[src/sv/erm_pkg.sv]
`timescale 1ns / 1ps
// ----------------------------------------------------------------------------
// erm_pkg: shared types and constants of the Euclidean rhythm mask block
// Field widths, sequencer states and the control words that pass between
// the sequencer, the shared divider and the pattern expander.
// ----------------------------------------------------------------------------
package erm_pkg;

    localparam int VAL_W      = 5;
    localparam int ROT_W      = 4;
    localparam int MASK_W     = 16;
    localparam int MASK_IDX_W = 4;
    // Euclid chains on values below 32 stay far below this many levels
    localparam int LVL_CAP    = 16;

    typedef enum logic [2:0] {
        ST_IDLE,
        ST_CHECK,
        ST_ROT,
        ST_EUC,
        ST_EUC_WAIT,
        ST_EXP_GO,
        ST_EXP,
        ST_DONE
    } seq_state_t;

    typedef struct packed {
        logic             start;
        logic [VAL_W-1:0] dividend;
        logic [VAL_W-1:0] divisor;
    } div_req_t;

    typedef struct packed {
        logic             done;
        logic [VAL_W-1:0] quotient;
        logic [VAL_W-1:0] remainder;
    } div_rsp_t;

    typedef struct packed {
        logic go;
        logic wr_en;
        logic wr_nz;
    } exp_ctl_t;

endpackage

[src/sv/erm_divider.sv]
`timescale 1ns / 1ps
// ----------------------------------------------------------------------------
// erm_divider: shared compare-and-subtract divider
// Repeated subtraction, one compare and subtract per cycle. Gives quotient
// and remainder with a one-cycle done pulse. The divisor is never zero.
// ----------------------------------------------------------------------------
module erm_divider
    import erm_pkg::*;
(
    input  logic     clk,
    input  logic     rst_n,
    input  div_req_t req,
    output div_rsp_t rsp
);

    logic             run_reg;
    logic [VAL_W-1:0] acc_reg;
    logic [VAL_W-1:0] quo_reg;
    logic [VAL_W-1:0] dsr_reg;
    logic             fits;

    always_comb
    begin
        fits          = acc_reg >= dsr_reg;
        rsp.done      = run_reg && !fits;
        rsp.quotient  = quo_reg;
        rsp.remainder = acc_reg;
    end

    always_ff @(posedge clk or negedge rst_n)
    begin
        if (!rst_n)
        begin
            run_reg <= 1'b0;
        end
        else if (req.start)
        begin
            run_reg <= 1'b1;
        end
        else if (run_reg && !fits)
        begin
            run_reg <= 1'b0;
        end
    end

    always_ff @(posedge clk)
    begin
        if (req.start)
        begin
            acc_reg <= req.dividend;
            dsr_reg <= req.divisor;
            quo_reg <= '0;
        end
        else if (run_reg && fits)
        begin
            acc_reg <= acc_reg - dsr_reg;
            quo_reg <= quo_reg + 1'b1;
        end
    end

endmodule

[src/sv/erm_expander.sv]
`timescale 1ns / 1ps
// ----------------------------------------------------------------------------
// erm_expander: nested pattern walk
// Holds the repeat count of each level and walks the nested pattern from
// the deepest level, one frame step per cycle, with a return-distance stack.
// Each emitted hit sets its rotated bit in the mask.
// ----------------------------------------------------------------------------
module erm_expander
    import erm_pkg::*;
#(
    parameter int MAX_STEPS = 16,
    parameter int LVL_SLOTS = 16
)
(
    input  logic                         clk,
    input  logic                         rst_n,
    input  exp_ctl_t                     ctl,
    input  logic [$clog2(LVL_SLOTS)-1:0] wr_lvl,
    input  logic [VAL_W-1:0]             wr_reps,
    input  logic [$clog2(LVL_SLOTS)-1:0] top_lvl,
    input  logic [VAL_W-1:0]             steps,
    input  logic [VAL_W-1:0]             rot_mod,
    output logic                         done,
    output logic [MASK_W-1:0]            mask
);

    localparam int LVL_W = $clog2(LVL_SLOTS);
    localparam int LEN_W = $clog2(MAX_STEPS + 1);
    localparam int CMP_W = VAL_W + 1;

    logic                 run_reg;
    logic [LVL_W-1:0]     cur_reg;
    logic [LVL_W-1:0]     top_reg;
    logic [LVL_SLOTS-1:0] stk_reg;
    logic [LEN_W-1:0]     len_reg;
    logic [VAL_W-1:0]     pos_reg;
    logic [VAL_W-1:0]     steps_reg;
    logic [MASK_W-1:0]    mask_reg;
    logic [VAL_W-1:0]     k_reg    [LVL_SLOTS];
    logic                 ph_reg   [LVL_SLOTS];
    logic [VAL_W-1:0]     reps_reg [LVL_SLOTS];
    logic                 nz_reg   [LVL_SLOTS];

    logic [VAL_W-1:0]     k_c;
    logic                 ph_c;
    logic [VAL_W-1:0]     reps_c;
    logic                 nz_c;
    logic                 room;
    logic                 loop_more;
    logic                 frame_wr;
    logic [VAL_W-1:0]     k_next;
    logic                 ph_next;
    logic                 leaf;
    logic                 leaf_hit;
    logic                 push;
    logic                 push_bit;
    logic                 pop;
    logic                 finish;
    logic [LVL_W-1:0]     cur_next;
    logic                 in_range;
    logic [VAL_W-1:0]     pos_inc;

    always_comb
    begin
        k_c       = k_reg[cur_reg];
        ph_c      = ph_reg[cur_reg];
        reps_c    = reps_reg[cur_reg];
        nz_c      = nz_reg[cur_reg];
        room      = len_reg < LEN_W'(MAX_STEPS);
        loop_more = (k_c < reps_c) && room;
        frame_wr  = 1'b0;
        k_next    = k_c;
        ph_next   = ph_c;
        leaf      = 1'b0;
        leaf_hit  = 1'b0;
        push      = 1'b0;
        push_bit  = 1'b0;
        pop       = 1'b0;
        finish    = 1'b0;
        cur_next  = cur_reg;
        if (run_reg)
        begin
            frame_wr = 1'b1;
            if (!ph_c)
            begin
                if (loop_more)
                begin
                    // one more repeat of the level below; level zero repeats a rest
                    k_next = k_c + 1'b1;
                    if (cur_reg == '0)
                    begin
                        leaf = 1'b1;
                    end
                    else
                    begin
                        push     = 1'b1;
                        cur_next = cur_reg - LVL_W'(1);
                    end
                end
                else
                begin
                    // repeats done: take the remainder branch, if any, two levels down (a leaf at levels one and zero)
                    ph_next = 1'b1;
                    if (nz_c)
                    begin
                        if (cur_reg == '0)
                        begin
                            leaf     = 1'b1;
                            leaf_hit = 1'b1;
                        end
                        else if (cur_reg == LVL_W'(1))
                        begin
                            leaf = 1'b1;
                        end
                        else
                        begin
                            push     = 1'b1;
                            push_bit = 1'b1;
                            cur_next = cur_reg - LVL_W'(2);
                        end
                    end
                end
            end
            else
            begin
                // leave the frame clean for its next call
                k_next  = '0;
                ph_next = 1'b0;
                if (cur_reg == top_reg)
                begin
                    finish = 1'b1;
                end
                else
                begin
                    pop      = 1'b1;
                    cur_next = stk_reg[0] ? cur_reg + LVL_W'(2) : cur_reg + LVL_W'(1);
                end
            end
        end
    end

    always_comb
    begin
        in_range = CMP_W'(len_reg) < CMP_W'(steps_reg);
        pos_inc  = pos_reg + 1'b1;
        done     = finish;
        mask     = mask_reg;
    end

    always_ff @(posedge clk or negedge rst_n)
    begin
        if (!rst_n)
        begin
            run_reg <= 1'b0;
        end
        else if (ctl.go)
        begin
            run_reg <= 1'b1;
        end
        else if (finish)
        begin
            run_reg <= 1'b0;
        end
    end

    always_ff @(posedge clk)
    begin
        if (ctl.wr_en)
        begin
            reps_reg[wr_lvl] <= wr_reps;
            nz_reg[wr_lvl]   <= ctl.wr_nz;
        end
        if (ctl.go)
        begin
            cur_reg   <= top_lvl;
            top_reg   <= top_lvl;
            stk_reg   <= '0;
            len_reg   <= '0;
            pos_reg   <= rot_mod;
            steps_reg <= steps;
            mask_reg  <= '0;
            for (int i = 0; i < LVL_SLOTS; i++)
            begin
                k_reg[i]  <= '0;
                ph_reg[i] <= 1'b0;
            end
        end
        else
        begin
            cur_reg <= cur_next;
            if (frame_wr)
            begin
                k_reg[cur_reg]  <= k_next;
                ph_reg[cur_reg] <= ph_next;
            end
            if (push)
            begin
                stk_reg <= {stk_reg[LVL_SLOTS-2:0], push_bit};
            end
            else if (pop)
            begin
                stk_reg <= {1'b0, stk_reg[LVL_SLOTS-1:1]};
            end
            if (leaf && room)
            begin
                if (leaf_hit && in_range && (pos_reg < VAL_W'(MASK_W)))
                begin
                    mask_reg[pos_reg[MASK_IDX_W-1:0]] <= 1'b1;
                end
                len_reg <= len_reg + 1'b1;
                pos_reg <= (pos_inc == steps_reg) ? '0 : pos_inc;
            end
        end
    end

endmodule

[src/sv/euclidean_rhythm_mask.sv]
`timescale 1ns / 1ps
// ----------------------------------------------------------------------------
// euclidean_rhythm_mask: Euclidean (Bjorklund) trigger mask generator
// Spreads a hit count as evenly as possible over a step count, rotates the
// result and returns it as a trigger mask of up to 16 steps.
//
//  channel  | signals                                | handshake
//  ---------+----------------------------------------+--------------------------
//  command  | step_count, hit_count, rotation        | start high, busy low
//  result   | beat_mask                              | done high for one cycle
//
// A word whose hit count is zero or covers every step goes from the check state
// straight to done; other words run the divider (one subtract per cycle over the
// rotation and each Euclid level) and then the expander (one frame step per cycle).
// Reset is asynchronous, active low, and returns the sequencer to idle; no
// clearing pass. start is ignored while busy; the receiver cannot stall, so
// the mask is shown with done for exactly one cycle.
// ----------------------------------------------------------------------------
module euclidean_rhythm_mask
    import erm_pkg::*;
#(
    parameter int MAX_STEPS = 16
)
(
    input  logic              clk,
    input  logic              rst_n,
    input  logic              start,
    input  logic [VAL_W-1:0]  step_count,
    input  logic [VAL_W-1:0]  hit_count,
    input  logic [ROT_W-1:0]  rotation,
    output logic              busy,
    output logic              done,
    output logic [MASK_W-1:0] beat_mask
);

    localparam int LVL_SLOTS = (MAX_STEPS + 2 < LVL_CAP) ? MAX_STEPS + 2 : LVL_CAP;
    localparam int LVL_W     = $clog2(LVL_SLOTS);
    localparam int CMP_W     = VAL_W + 1;

    seq_state_t        state_reg;
    seq_state_t        state_next;
    logic [VAL_W-1:0]  steps_reg;
    logic [VAL_W-1:0]  hits_reg;
    logic [ROT_W-1:0]  rot_reg;
    logic [VAL_W-1:0]  rotm_reg;
    logic [VAL_W-1:0]  div_reg;
    logic [VAL_W-1:0]  rem_reg;
    logic [LVL_W-1:0]  lvl_reg;
    logic [MASK_W-1:0] result_reg;

    logic              accept;
    logic [VAL_W-1:0]  steps_sat;
    logic              trivial;
    logic              more;
    logic [MASK_W-1:0] ones;
    div_req_t          div_req;
    div_rsp_t          div_rsp;
    exp_ctl_t          exp_ctl;
    logic [VAL_W-1:0]  exp_reps;
    logic              exp_done;
    logic [MASK_W-1:0] exp_mask;

    always_comb
    begin
        accept    = start && !busy;
        steps_sat = (CMP_W'(step_count) > CMP_W'(MAX_STEPS)) ? VAL_W'(MAX_STEPS)
                                                             : step_count;
        trivial   = (steps_reg == '0) || (hits_reg == '0) || (hits_reg >= steps_reg);
        more      = (rem_reg > VAL_W'(1)) && (lvl_reg < LVL_W'(LVL_SLOTS - 1));
        for (int j = 0; j < MASK_W; j++)
        begin
            ones[j] = VAL_W'(j) < steps_reg;
        end
    end

    // next state
    always_comb
    begin
        state_next = state_reg;
        case (state_reg)
            ST_IDLE:
            begin
                if (accept)
                begin
                    state_next = ST_CHECK;
                end
            end
            ST_CHECK:
            begin
                state_next = trivial ? ST_DONE : ST_ROT;
            end
            ST_ROT:
            begin
                if (div_rsp.done)
                begin
                    state_next = ST_EUC;
                end
            end
            ST_EUC:
            begin
                state_next = more ? ST_EUC_WAIT : ST_EXP_GO;
            end
            ST_EUC_WAIT:
            begin
                if (div_rsp.done)
                begin
                    state_next = ST_EUC;
                end
            end
            ST_EXP_GO:
            begin
                state_next = ST_EXP;
            end
            ST_EXP:
            begin
                if (exp_done)
                begin
                    state_next = ST_DONE;
                end
            end
            ST_DONE:
            begin
                state_next = ST_IDLE;
            end
            default:
            begin
                state_next = ST_IDLE;
            end
        endcase
    end

    // outputs and unit control
    always_comb
    begin
        busy             = state_reg != ST_IDLE;
        done             = state_reg == ST_DONE;
        beat_mask        = result_reg;
        div_req.start    = ((state_reg == ST_CHECK) && !trivial)
                           || ((state_reg == ST_EUC) && more);
        div_req.dividend = (state_reg == ST_CHECK) ? VAL_W'(rot_reg) : div_reg;
        div_req.divisor  = (state_reg == ST_CHECK) ? steps_reg : rem_reg;
        exp_ctl.go       = state_reg == ST_EXP_GO;
        exp_ctl.wr_en    = ((state_reg == ST_EUC) && !more)
                           || ((state_reg == ST_EUC_WAIT) && div_rsp.done);
        exp_ctl.wr_nz    = (state_reg == ST_EUC_WAIT) || (rem_reg != '0);
        exp_reps         = (state_reg == ST_EUC_WAIT) ? div_rsp.quotient : div_reg;
    end

    always_ff @(posedge clk or negedge rst_n)
    begin
        if (!rst_n)
        begin
            state_reg <= ST_IDLE;
        end
        else
        begin
            state_reg <= state_next;
        end
    end

    always_ff @(posedge clk)
    begin
        if (accept)
        begin
            steps_reg <= steps_sat;
            hits_reg  <= hit_count;
            rot_reg   <= rotation;
        end
        if (state_reg == ST_CHECK)
        begin
            result_reg <= ((steps_reg == '0) || (hits_reg == '0)) ? '0 : ones;
            rem_reg    <= hits_reg;
            div_reg    <= steps_reg - hits_reg;
            lvl_reg    <= '0;
        end
        if ((state_reg == ST_ROT) && div_rsp.done)
        begin
            rotm_reg <= div_rsp.remainder;
        end
        if ((state_reg == ST_EUC_WAIT) && div_rsp.done)
        begin
            // step down one Euclid level
            div_reg <= rem_reg;
            rem_reg <= div_rsp.remainder;
            lvl_reg <= lvl_reg + 1'b1;
        end
        if ((state_reg == ST_EXP) && exp_done)
        begin
            result_reg <= exp_mask;
        end
    end

    erm_divider u_divider (
        .clk   (clk),
        .rst_n (rst_n),
        .req   (div_req),
        .rsp   (div_rsp)
    );

    erm_expander #(
        .MAX_STEPS (MAX_STEPS),
        .LVL_SLOTS (LVL_SLOTS)
    ) u_expander (
        .clk     (clk),
        .rst_n   (rst_n),
        .ctl     (exp_ctl),
        .wr_lvl  (lvl_reg),
        .wr_reps (exp_reps),
        .top_lvl (lvl_reg),
        .steps   (steps_reg),
        .rot_mod (rotm_reg),
        .done    (exp_done),
        .mask    (exp_mask)
    );

    a_accept_busy: assert property (@(posedge clk) disable iff (!rst_n)
        (start && !busy) |=> busy)
        else $error("accepted word did not make the block busy");

    a_done_single: assert property (@(posedge clk) disable iff (!rst_n)
        done |=> !done)
        else $error("result strobe held for more than one cycle");

    a_mask_range: assert property (@(posedge clk) disable iff (!rst_n)
        done |-> ((beat_mask >> steps_reg) == '0))
        else $error("mask bit set at or above the step count");

endmodule
[config.mk]
export PLATFORM = sky130hd
export DESIGN_NAME = euclidean_rhythm_mask
export DESIGN_NICKNAME = d
export VERILOG_FILES = /design/src/sv/erm_pkg.sv /design/src/sv/erm_divider.sv /design/src/sv/erm_expander.sv /design/src/sv/euclidean_rhythm_mask.sv
export SDC_FILE = /design/constraint.sdc
export NUM_CORES = 1
export LEC_CHECK = 0
export BUFFER_PORTS_ARGS = -buffer_cell sky130_fd_sc_hd__clkbuf_2
export CORE_ASPECT_RATIO = 0.7
export CORE_UTILIZATION = 35
export CTS_BUF_LIST = sky130_fd_sc_hd__clkbuf_2 sky130_fd_sc_hd__clkbuf_4 sky130_fd_sc_hd__clkbuf_8
export CTS_CLUSTER_DIAMETER = 30
export DETAILED_ROUTE_END_ITERATION = 6
export PLACE_DENSITY_LB_ADDON = 0.25
export SLEW_MARGIN = 20
export SYNTH_ARGS = -nofsm -noshare
export SYNTH_HDL_FRONTEND = slang
export SYNTH_HIERARCHICAL = 1
export SYNTH_SLANG_ARGS = --single-unit
[constraint.sdc]
create_clock -name clk -period 5.9 [get_ports clk]
set_input_delay 0.885 -clock clk [delete_from_list [all_inputs] [get_ports clk]]
set_output_delay 0.885 -clock clk [all_outputs]
set_load 0.005 [all_outputs]
==> flow_metrics.tcl <==
set metrics [dict create \
    mostFrequentLayoutCell "edfxtp_1" \
    cts_tree "built" \
    core_um2 42330 \
    area_delta_synth_final_pct 13.08 \
    slew_headroom_pct 27.61 \
    p_int_mw 5.513 \
    synth_edf_count 269 \
    fillers 3963 \
    r2r_cells 12 \
    path_depth 12 \
    multi_input_area_um2 5463 \
    grt_max_degree 58 \
    synth_nets 1145 \
    fmax_mhz 207.7 \
    final_util_pct 40.14 \
    fin_cells 1746 \
    final_layout_size_suffix_gt1_share_pct 23.45 \
    skew_ns 0.03566 \
    critPathArrivalTime_ns 5.29 \
    fin_setup_tns_ns 0 \
    ctsResizeCount 0 \
    switching_share_pct 39.94 \
    drv_cap 0 \
    overflow 0 \
    cp-end-kind "flip-flop" \
    finalSetupViolCount 0 \
    gp_congestion 0.8339 \
    crit-reg2reg-capture "u_expander/stk_reg[0]$_SDFFE_PP0P_" \
    cts_buffer_depth 3 \
    path_clk_slew_ns 0.06 \
    synth_warnings 6 \
    rsz0062_at_grt "no" \
    p_switching_mw 3.666 \
    synth_cell_types 92 \
    clock_sinks 320 \
    vias_per_cell 5.414 \
    num_antenna_cells 0 \
    final_cell_mix "269 x edfxtp_1, 88 x nand2_1, 87 x nor2_1" \
    cellLeakagePower_nw 5.941 \
    avgSynthCellArea_um2 13.76 \
    critPathKind "reg2reg" \
    critPathTopFamily "compound AO/OA/AOI/OAI gates" \
    ios 35 \
    min_path_type "in2async" \
    first_pass_iters 7 \
    cts_hold_buffers 0 \
    tightest_slew_ns 1.084 \
    crit_buf_inv 2 \
    path_cells "buf_12, mux4_2, mux4_2, inv_1, ha_1, a21o_1, a21o_1, a211o_1, o21ai_0, nand4_1, a2bb2oi_1, nor3_1" \
    crit_slowest_cell "nand4_1" \
    dpl_worst_slack_ns 1.073 \
    grt_pass1_wl_mm 57.10 \
    fin_ws_ns 1.085 \
    grtUsageTotal_pct 16.99 \
    routed_wl_mm 36.84 \
    insertion_delay_ns 0.62 \
    status "completed" \
    peakVddDrop_mv 0.3263 \
    drt-initial-drc-count 731 \
    hold_ws_ns 0.1323 \
    post_cts.repair.setup_buffers 0 \
    ant_nets 0 \
    synth_ff_type "edfxtp_1" \
    cp.required_ns 6.37 \
    netlist_area_um2 15030 \
    r2r_setup_slack_ns 1.09 \
    die_h_um 175.4 \
    via_count 9452 \
    synth-seq-cells 320 \
    fp.dieW_um 249.7 \
    h-tree-depth 2 \
    combPwrFrac_pct 39.7 \
    die-area_um2 43780 \
    wire_per_inst_um 21.10 \
    cts-root-buf "clkbuf_8" \
    nNetsFinal 1200 \
    async_reset_ff_share_pct 1.563 \
    antenna_found_initial 0 \
    power_frac_seq_pct 35.7 \
    dpl.hpwl_mm 25.51 \
    crit_fanout 25 \
    io_buffers 34 \
    finalCritPeriodShare_pct 81.61 \
    clkPwrFrac_pct 24.5 \
    first_global_vias 9200 \
    slowest_delay_ns 0.80 \
    synth_cells 1092 \
    rows 63 \
    p_per_area_nw_per_um2 540.2 \
    slew_viol_final 0 \
    numCtsBuffers 57 \
    start_util_pct 35.50 \
    seq_area_frac_synth_pct 60.72 \
    drc 0 \
    seqCellArea_um2 9129 \
    fin_crit_ns 4.815 \
    hold_viol 0 \
    cp-start-kind "flip-flop" \
    dp_cells 1640 \
]
## worst max-delay path by stage
stage	slack (ns)	end	start
after CTS	1.07	u_expander/pos_reg[1]$_DFFE_PP_	flip-flop
final	1.09	u_expander/stk_reg[0]$_SDFFE_PP0P_	flip-flop
after detailed placement	1.07	u_expander/pos_reg[3]$_DFFE_PP_	flip-flop
after global routing	0.71	u_expander/stk_reg[0]$_SDFFE_PP0P_	flip-flop
after global placement	1.10	u_expander/pos_reg[3]$_DFFE_PP_	flip-flop
after floorplan	1.26	u_expander/k_reg[10][4]$_SDFFCE_PN0P_	flip-flop
## cells in the mapped netlist, types with 11 or more instances
cell type,number,area (um2)
a211oi_1,13,97.59
a21oi_1,58,290.3
a32o_1,12,120.1
buf_2,16,80.08
clkbuf_1,24,90.09
dfxtp_1,46,920.9
edfxtp_1,269,8078
ha_1,34,425.4
inv_1,31,116.4
mux2_2,17,191.4
mux2i_1,19,190.2
mux4_2,57,1284
nand2_1,88,330.3
nand3_1,18,90.09
nor2_1,87,326.6
nor2b_1,16,100.1
nor3_1,24,120.1
nor3_2,11,110.1
o21ai_0,28,140.1
o21ai_1,15,75.07
xnor2_1,12,105.1
xor2_1,11,96.34
## cell families after synthesis
family | share of synthesized area [%]
adder cells (fa/ha/maj) | 3.097
buffers and inverters | 2.997
multiplexers | 11.40
flip-flops | 60.72
AO/OA/AOI/OAI | 9.242
XOR/XNOR | 1.341
AND/OR/NAND/NOR | 11.21
## per-stage QoR
stage / instance area (um2) / power (mW)
2_1_floorplan: 15030 / 5.882
3_3_place_gp: 15740 / 6.901
3_5_place_dp: 15750 / 6.932
4_1_cts: 16990 / 9.213
5_1_grt: 16990 / 9.684
6_report: 16990 / 9.180
## per-layer routing
layer | share of wire (%) | vias up | track usage (%)
met2 | 39 | 319 | 21.81
met4 | 1.2 | 0 | 3.729
li1 | - | 4321 | -
met3 | 7.7 | 38 | 4.031
met1 | 52 | 4774 | 27.94
met5 | 0 | - | 0
## power groups by stage
| stage | logic, mW | registers, mW | clock network, mW |
|---|---|---|---|
| 4_1_cts | 3.62 | 3.28 | 2.31 |
| 5_1_grt | 3.94 | 3.33 | 2.42 |
| 3_5_place_dp | 3.61 | 3.32 | 0 |
| 2_1_floorplan | 2.83 | 3.05 | 0 |
| 6_report | 3.65 | 3.28 | 2.25 |
| 3_3_place_gp | 3.58 | 3.32 | 0 |
## final cells by class
| type | count | area share [%] |
|---|---|---|
| sequential | 320 | 53.72 |
| tap | 552 | 4.065 |
| inverter | 35 | 0.7731 |
| timing repair buffer | 54 | 1.959 |
| clock buffer | 70 | 5.375 |
| multi-input combinational | 679 | 32.15 |
| clock inverter | 36 | 1.959 |
No activity file was read; power rests on OpenSTA's default activity.
